===== src/rtl/qau_pkg.sv =====
// qau_pkg: request and result types, operation and status codes
// shared by the quaternion arithmetic unit and its cells; no dependencies
package qau_pkg;

  localparam int unsigned WB = 32;
  localparam int unsigned FB = 16;
  localparam int unsigned SQ = 2 * WB + 2;
  localparam int unsigned RB = WB + 1;

  typedef enum logic [2:0] {
    OP_PROD = 3'd0,
    OP_VEC  = 3'd1,
    OP_CONJ = 3'd2,
    OP_LEN  = 3'd3,
    OP_NORM = 3'd4
  } op_t;

  typedef enum logic [1:0] {
    ST_OK   = 2'd0,
    ST_SAT  = 2'd1,
    ST_ZERO = 2'd2
  } stat_t;

  typedef struct packed {
    logic [2:0]           req_type;
    logic signed [WB-1:0] a_x;
    logic signed [WB-1:0] a_y;
    logic signed [WB-1:0] a_z;
    logic signed [WB-1:0] a_w;
    logic signed [WB-1:0] b_x;
    logic signed [WB-1:0] b_y;
    logic signed [WB-1:0] b_z;
    logic signed [WB-1:0] b_w;
  } req_t;

  typedef struct packed {
    logic signed [WB-1:0] res_x;
    logic signed [WB-1:0] res_y;
    logic signed [WB-1:0] res_z;
    logic signed [WB-1:0] res_w;
    logic [WB-2:0]        res_length;
    logic [1:0]           status;
  } res_t;

  // data handed from one root cell to the next
  typedef struct packed {
    logic                 vld;
    logic [2:0]           op;
    logic [3:0]           neg;
    logic [WB-1:0]        m0;
    logic [WB-1:0]        m1;
    logic [WB-1:0]        m2;
    logic [WB-1:0]        m3;
    logic [SQ-1:0]        rem;
    logic [WB:0]          root;
    logic [WB-1:0]        rx;
    logic [WB-1:0]        ry;
    logic [WB-1:0]        rz;
    logic [WB-1:0]        rw;
    logic                 sat;
  } lane_t;

  // data handed from one divide cell to the next
  typedef struct packed {
    logic                 vld;
    logic [2:0]           op;
    logic [3:0]           neg;
    logic [WB:0]          len;
    logic [3:0][RB-1:0]   rem;
    logic [3:0][WB+FB-1:0] num;
    logic [3:0][WB+FB-1:0] quo;
    logic [WB-1:0]        rx;
    logic [WB-1:0]        ry;
    logic [WB-1:0]        rz;
    logic [WB-1:0]        rw;
    logic                 sat;
  } dlane_t;

endpackage


===== src/rtl/qau_sqrt_cell.sv =====
// qau_sqrt_cell: one restoring square root step, one result bit per cell
// depends on qau_pkg
module qau_sqrt_cell #(
  parameter int unsigned BIT = 0
) (
  input  logic           clk,
  input  logic           rst_n,
  input  qau_pkg::lane_t d_in,
  output qau_pkg::lane_t d_out
);
  localparam int unsigned SQ = qau_pkg::SQ;
  localparam int unsigned WB = qau_pkg::WB;

  qau_pkg::lane_t q_nxt, q_r;
  logic [SQ-1:0] trial;

  always_comb begin
    q_nxt = d_in;
    trial = (SQ'({1'b0, d_in.root}) << (BIT + 1)) | (SQ'(1) << (2 * BIT));
    if (d_in.rem >= trial) begin
      q_nxt.rem  = d_in.rem - trial;
      q_nxt.root = d_in.root | ((WB + 1)'(1) << BIT);
    end
  end

  always_ff @(posedge clk) begin
    if (!rst_n) begin
      q_r.vld <= 1'b0;
    end else begin
      q_r.vld <= d_in.vld;
    end
    q_r.op   <= q_nxt.op;
    q_r.neg  <= q_nxt.neg;
    q_r.m0   <= q_nxt.m0;
    q_r.m1   <= q_nxt.m1;
    q_r.m2   <= q_nxt.m2;
    q_r.m3   <= q_nxt.m3;
    q_r.rem  <= q_nxt.rem;
    q_r.root <= q_nxt.root;
    q_r.rx   <= q_nxt.rx;
    q_r.ry   <= q_nxt.ry;
    q_r.rz   <= q_nxt.rz;
    q_r.rw   <= q_nxt.rw;
    q_r.sat  <= q_nxt.sat;
  end

  assign d_out = q_r;
endmodule


===== config.mk =====
export PLATFORM = sky130hd
export DESIGN_NAME = qau_sqrt_cell
export DESIGN_NICKNAME = d
export VERILOG_FILES = /design/src/rtl/qau_pkg.sv /design/src/rtl/qau_sqrt_cell.sv
export SDC_FILE = /design/constraint.sdc
export NUM_CORES = 1
export LEC_CHECK = 0
export BUFFER_PORTS_ARGS = -buffer_cell sky130_fd_sc_hd__buf_2
export CORE_AREA = 2 2 283 285
export CTS_CLUSTER_DIAMETER = 200
export DETAILED_ROUTE_END_ITERATION = 7
export DIE_AREA = 0 0 285 287
export SLEW_MARGIN = 20
export SYNTH_ARGS = -nofsm -noshare
export SYNTH_HDL_FRONTEND = slang
export SYNTH_SLANG_ARGS = --single-unit

===== constraint.sdc =====
create_clock -name clk -period 4.4 [get_ports clk]
set_clock_uncertainty 0.1 [all_clocks]
set_input_delay 0.44 -clock clk [delete_from_list [all_inputs] [get_ports clk]]
set_output_delay 0.44 -clock clk [all_outputs]
set_load 0.02 [all_outputs]

Yosys cells after proc, flatten, opt, wreduce, memory -nomap -nowiden
Index checks and enable logic that the tools add are counted.

Bits in registers: 364. Output and inout bits: 364. Logic and storage cells: 18.

Add/sub/neg operators: 1. Muxes and demuxes: 1. Order comparisons: 1.

Operators with widths (number): 99-bit 2-to-1 mux (1); 66-bit by 34-bit greater-or-equal comparator with 1-bit output (1); 66-bit by 34-bit subtractor with 66-bit output (1).

Logic depth before layout (Yosys ltp)
Gate-level depths: netlist (run 1).

Word-level depth: 2. Gate-level depth with buffers: 12. Mapped depth without buffers: 12.

Least setup slack after synthesis (run 1)
No wires, ideal clock.

Kind: input-to-reg. From: input d_in[132] in the netlist's numbering. To: register q_r, in the netlist d_out[197]. Setup slack: 1.391 ns. Setup time: 0.118 ns. Stages on the path: 11. Required time: 4.182 ns. Arrival: 2.791 ns. Cell sequence: inv_1 -> ha_1 -> a21o_1 -> o21bai_1 -> a31oi_1 -> o221ai_2 -> a21oi_1 -> o41a_2 -> o22ai_1 -> or4_1 -> xnor2_1.

RTL lines: start: declaration (RTL line qau_sqrt_cell.sv:8) `input qau_pkg::lane_t d_in,`; end: declaration (RTL line qau_sqrt_cell.sv:14) `qau_pkg::lane_t q_nxt, q_r;`.

==> results of run 1 <==
kinds of logic (layout without fill, tap and decap cells):
logic type / Yosys count / count (layout)
AOI/OAI and AO/OA: 140 / 140
xor gates and xnor gates: 64 / 64
adders and majority gates: 35 / 35
buffers and inverters: 62 / 1212
DFF: 364 / 364
muxes: 2 / 2
other: 0 / 13
and+or+nand+nor: 201 / 201
through the flow:
stage	power, mW	hold WS, ns	setup slack (ns)
5_1_grt	9.40	0.0292	0.133
2_1_floorplan	4.26	0.368	1.39
3_5_place_dp	4.93	0.444	0.166
4_1_cts	9.19	0.00734	0.249
6_report	9.01	0.0352	0.453
3_3_place_gp	4.93	0.442	0.0967
worst max path at each step:
stage	start	endpoint	slack, ns	cells after the start
after global routing	d_in[161]	d_out[206]	0.13	13
after floorplan	d_in[132]	d_out[197]	1.39	11
after CTS	d_in[161]	d_out[226]	0.25	13
final	d_in[161]	d_out[226]	0.45	13
after detailed placement	d_in[161]	d_out[226]	0.17	12
after global placement	d_in[161]	d_out[214]	0.1	12
power groups by stage:
stage                     Clock (mW)  Sequential [mW]  Combinational, mW
after floorplan                    0             3.97              0.292
after global placement             0             3.66               1.27
after detailed placement           0             3.66               1.27
after CTS                       4.03             3.59               1.57
after global routing            4.14             3.61               1.65
final                           3.88             3.59               1.54
placed cells by master, fill, tap and decap left out, types with 3 or more instances in the layout:
cell type	n
xnor2_1	30
nor2b_1	5
nand3_1	11
buf_2	729
nand2_1	75
dfxtp_1	364
o211ai_1	3
clkinvlp_4	6
a31oi_1	4
clkinv_2	4
nand2b_1	5
nor4_1	11
nand4_1	16
o21ai_0	45
dlygate4sd3_1	352
clkbuf_8	9
buf_4	10
inv_1	41
nor2_1	31
a21o_1	9
o21a_1	3
nor3_1	14
or3_1	6
o21ai_1	5
diode_2	13
o21bai_1	7
a21oi_1	45
ha_1	34
clkbuf_16	49
xor2_1	34
or4_1	5
clkbuf_1	7
metal layers:
layer  global-route usage, %  vias to the layer above  wire length, µm
met2                    27.6                      464            33400
met1                    18.1                     5041            27300
met4                    3.38                       32             1350
li1                        -                     5187                -
met3                    9.71                       92             8990
met5                       0                        -              189
repair_timing:
item | CTS | global route
hold buffers | 352 | 0
endpoints found under the hold margin | 351 | 0
gates resized for setup | 0 | 0
layout make-up:
class,count,share of cell area (%)
Sequential cell,364,35.5
Timing Repair Buffer,1091,35.3
Multi-Input combinational cell,442,14.4
Clock buffer,65,6.70
Tap cell,1050,6.40
Clock inverter,15,0.804
Inverter,41,0.750
Antenna cell,13,0.158
worst max-delay path: stages:
cell and delay, ns:
dlygate4sd3_1 0.52, buf_2 0.14, inv_1 0.05, ha_1 0.40, nor3b_1 0.42, and3_1 0.42, nand3_1 0.32, nand4b_4 0.24
a211oi_4 0.10, a2111o_1 0.42, nor3_1 0.54, nand2_1 0.14, xnor2_1 0.15
==> results.md, run 1 <==
* Status: finished clean
* Slew headroom at 54.2%
* Wire length per cell at 23.1 µm
* Syn nets at 1269
* Largest family of logic cells by synthesized area: simple AND/OR/NAND/NOR gates
* First-pass detailed-route iteration total at 5
* H-tree depth at 2
* Fin crit share at 89.7%
* CP arrival at 4.31 ns
* Avg Cell Area, Syn at 12.1 µm²
* Final Non-Filler Cells at 3081
* Via-to-Cell Ratio at 3.51
* Core Util, Final at 26.1%
* Share of cells above drive strength 1 at 41.2%
* CTS tree: done
* Estimated wirelength of the detail-placed design at 59000 µm
* Vias in the first global route at 11400
* Leakage power at 9.48 nW
* Crit end category: flip-flop
* Power Internal at 6.46 mW
* Post-synth ARST share at 0%
* Post-synth EDFFs at 0
* Chip Width at 285 µm
* Synth-to-layout area growth at 95.5%
* First-pass GRT wire length at 92800 µm
* Cell taking the most area after synthesis: dfxtp_1
* Nets at 2389
* Global Route Usage Sum at 16.5%
* Final setup viols at 0
* Actual slew at the worst max-slew pin at 0.682 ns
* Pin count of the biggest net entering global routing at 67
* Initial antenna violation count at 33
* Reg clk slew, reported paths at 0.05 ns
* Clock power frac at 43.0%
* HP Class: primary input to flip-flop
* Tmin final at 3.95 ns
* Sequential fraction of the synthesis area at 69.4%
* CP Max Fanout at 8
* Synth Cell Area at 0.0105 mm²
* Fin. Hold Viols at 0
* Synth unique cells at 60
* Post-synthesis xor/xnor area fraction at 5.34%
* Final Instance Area at 0.0205 mm²
* FP Rows at 103
* Top FF cell, synth: dfxtp_1
* Clock tree buffer depth at 3
* Worst hold stages at 3
* Slew Limit Fails at 0
* # fillers at 8456
* Compound-cell area share of the yosys netlist at 8.11%
* WP data required at 4.77 ns
* RSZ-0062 raised after global routing: no
* RePlAce Congestion at 0.820
* Starting density of the core at 13.4%
* Placed instance count at 2636
* Largest register FFs at 364
* Worst Setup Path Type: primary input to flip-flop
* Core area at 0.0786 mm²
* Crit start category: primary input
* GR Overflow Total at 0
* Routed wire length at 71100 µm
* Setup TNS at 0 ns
* I/O pin total at 730
* Clk sinks at 364
* Max-cap viol count at 0
* Chip Height at 287 µm
* Net Sw Frac at 28.3%
* Count leader, synth: dfxtp_1
* Vias at 10800
* Peak VDD IR at 0.241 mV
* Switching power at 2.55 mW
* Area occupied by multi-input gates at 0.00296 mm²
* Mux cell area share after synthesis at 0.214%
* Synth top cells by count: dfxtp_1, nand2_1, a21oi_1, o21ai_0, inv_1
* Root Buffer: clkbuf_16
* Starting DRT DRC Count at 410
* Simple logic cell fraction of the synthesized area at 10.2%
* Synth area leaders: dfxtp_1, ha_1, xor2_1
* Yosys reg bits at 364
* Hold Crit Start: d_in[179]
* Sequential share of power at 39.9%
* Comb power frac at 17.1%
* Hold Path Sink: d_out[179]
* CTS Buf Count at 48
* Post-CTS setup buffer count at 0
* Drc violations at 0
* Fmax at 253 MHz
* Post-synthesis adder-cell area fraction at 4.24%
* Power density of the placed cells at 439 mW/mm²
* ANT nets after route at 0
* Yosys top cell area share at 69.4%
* Mapped Cells at 868
* Placed cell area at 0.0154 mm²
* Storage element area at 0.00729 mm²
* Die ar. at 0.0818 mm²
* I/O Buffers at 729
* Synth Warn # at 0
No activity file was read; power rests on OpenSTA's default activity.
==> inputs of run 2 (changes only) <==
--- a/config.mk
+++ b/config.mk
@@ -10,6 +10,7 @@
 export CTS_CLUSTER_DIAMETER = 200
 export DETAILED_ROUTE_END_ITERATION = 7
 export DIE_AREA = 0 0 285 287
+export MAX_ROUTING_LAYER = met4
 export SLEW_MARGIN = 20
 export SYNTH_ARGS = -nofsm -noshare
 export SYNTH_HDL_FRONTEND = slang
==> run 2 against run 1 <==
Net effect: worst setup slack lost 0.096 ns; cell count grew 0.68%; critical path depth is the same; global-route usage is 0.64 points higher; combinational power is essentially flat; die area unchanged; fmax is 2.4% lower; largest cell class unchanged.
==> results.md, run 2 (same netlist as run 1, synthesis figures left out) <==
* Status: finished clean (unchanged)
* WP data required at 4.77 ns (about the same)
* Core Util, Final at 26.3% (was 26.1%)
* CTS tree: done (unchanged)
* Chip Height at 287 µm (unchanged)
* Nets at 2385 (was 2389)
* CP arrival at 4.41 ns (was 4.31 ns)
* Fin crit share at 91.9% (was 89.7%)
* Core area at 0.0786 mm² (unchanged)
* I/O Buffers at 729 (unchanged)
* Fin. Hold Viols at 0 (unchanged)
* Slew Limit Fails at 0 (unchanged)
* Power density of the placed cells at 447 mW/mm² (was 439 mW/mm²)
* Final setup viols at 0 (unchanged)
* Root Buffer: clkbuf_16 (unchanged)
* Estimated wirelength of the detail-placed design at 58800 µm (was 59000 µm)
* Fmax at 247 MHz (was 253 MHz)
* Synth-to-layout area growth at 96.8% (was 95.5%)
* Share of cells above drive strength 1 at 41.6% (was 41.2%)
* Max-cap viol count at 0 (unchanged)
* Highest-count cells in the layout ignoring fill and taps: buf_2, dfxtp_1, dlygate4sd3_1 (unchanged)
* # fillers at 8416 (was 8456)
* Post-CTS setup buffer count at 0 (unchanged)
* Crit start category: primary input (unchanged)
* CTS Buf Count at 46 (was 48)
* First-pass detailed-route iteration total at 5 (unchanged)
* Tmin final at 4.04 ns (was 3.95 ns)
* Clk sinks at 364 (unchanged)
* Global Route Usage Sum at 17.1% (was 16.5%)
* RePlAce Congestion at 0.858 (was 0.820)
* HP Class: primary input to flip-flop (unchanged)
* Starting density of the core at 13.4% (unchanged)
* Via-to-Cell Ratio at 3.48 (was 3.51)
* Reg clk slew, reported paths at 0.06 ns (was 0.05 ns)
* FP Rows at 103 (unchanged)
* Leakage power at 9.53 nW (was 9.48 nW)
* Worst Setup Path Type: primary input to flip-flop (unchanged)
* Die ar. at 0.0818 mm² (unchanged)
* Actual slew at the worst max-slew pin at 0.650 ns (was 0.682 ns)
* RSZ-0062 raised after global routing: no (unchanged)
* Drc violations at 0 (unchanged)
* I/O pin total at 730 (unchanged)
* Worst hold stages at 3 (unchanged)
* Area occupied by multi-input gates at 0.00296 mm² (unchanged)
* Vias in the first global route at 11500 (was 11400)
* Routed wire length at 71000 µm (was 71100 µm)
* Crit end category: flip-flop (unchanged)
* Chip Width at 285 µm (unchanged)
* Clock tree buffer depth at 3 (unchanged)
* Commonest non-fill, non-tap cell in the layout: buf_2 (unchanged)
* Pin count of the biggest net entering global routing at 66 (was 67)
* CP Max Fanout at 9 (was 8)
* Slew headroom at 56.3% (was 54.2%)
* GR Overflow Total at 0 (unchanged)
* Wire length per cell at 22.9 µm (was 23.1 µm)
* Setup TNS at 0 ns (unchanged)
* Initial antenna violation count at 34 (was 33)
* ANT nets after route at 0 (unchanged)
* H-tree depth at 2 (unchanged)
* Storage element area at 0.00729 mm² (unchanged)
* Peak VDD IR at 0.261 mV (was 0.241 mV)
* Vias at 10800 (about the same)
* Largest register FFs at 364 (unchanged)
* First-pass GRT wire length at 93200 µm (was 92800 µm)
* Starting DRT DRC Count at 419 (was 410)
==> run 2: cell count changes in the layout (fill, tap and decap cells not counted), sizes merged <==
cell | before | now
diode | 13 | 31
clkinvlp | 6 | 4
inv | 44 | 48
clkinv | 4 | 11
bufinv | 2 | 7
dlygate4sd3 | 352 | 350
clkbuf | 65 | 56
==> run 2: path summary, 6_finish.rpt <==
| path | start | end | slack (ns) |
|---|---|---|---|
| max | d_in[161] | d_out[226] | 0.36 |
| min | d_in[172] | d_out[172] | 0.03 |
==> run 2: layout make-up <==
class                           count  share of cell area, %
Clock inverter                     29                   1.83
Inverter                           41                  0.744
Timing Repair Buffer             1089                   35.0
Multi-Input combinational cell    442                   14.3
Antenna cell                       31                  0.375
Tap cell                         1050                   6.35
Clock buffer                       56                   6.14
Sequential cell                   364                   35.2
==> run 2: report_power, final <==
group	internal [mW]	leakage [nW]	switching [mW]
clock network	2.49	0.806	1.63
registers	3.53	3.07	0.0597
logic	0.626	5.66	0.915
total	6.65	9.53	2.60
==> run 2: per-stage QoR <==
step	cell area, µm²	cells	setup WS (ns)	hold slack (ns)	power [mW]
floorplan	10500	868	1.39	0.368	4.26
global placement	15400	2636	0.201	0.442	4.93
detailed placement	15400	2636	0.233	0.444	4.93
CTS	20600	3071	0.315	0.000896	9.42
global route	20700	3100	0.0811	0.0224	9.66
finish	20700	3102	0.357	0.0323	9.25
==> run 2: worst max-delay path: stages <==
cell and delay, ns:
dlygate4sd3_1 0.52, buf_2 0.14, inv_1 0.06, ha_1 0.41
nor3b_1 0.45, and3_1 0.46, nand3_1 0.33, nand4b_4 0.23
a211oi_4 0.11, a2111o_1 0.43, nor3_1 0.51, nand2_1 0.14
xnor2_1 0.16
==> run 2: routing by layer <==
layer / part of all wire (%) / track usage [%] / vias up
met4: 5.0 / 7.87 / 0
met1: 38 / 17.7 / 4929
li1: - / - / 5227
met2: 44 / 25.6 / 529
met3: 14 / 10.8 / 101
met5: 0 / - / -
==> run 2: timing repair <==
| item | 4_1_cts | 5_1_grt |
|---|---|---|
| gates resized for setup | 0 | 0 |
| hold buffers | 350 | 0 |
| endpoints found under the hold margin | 349 | 0 |
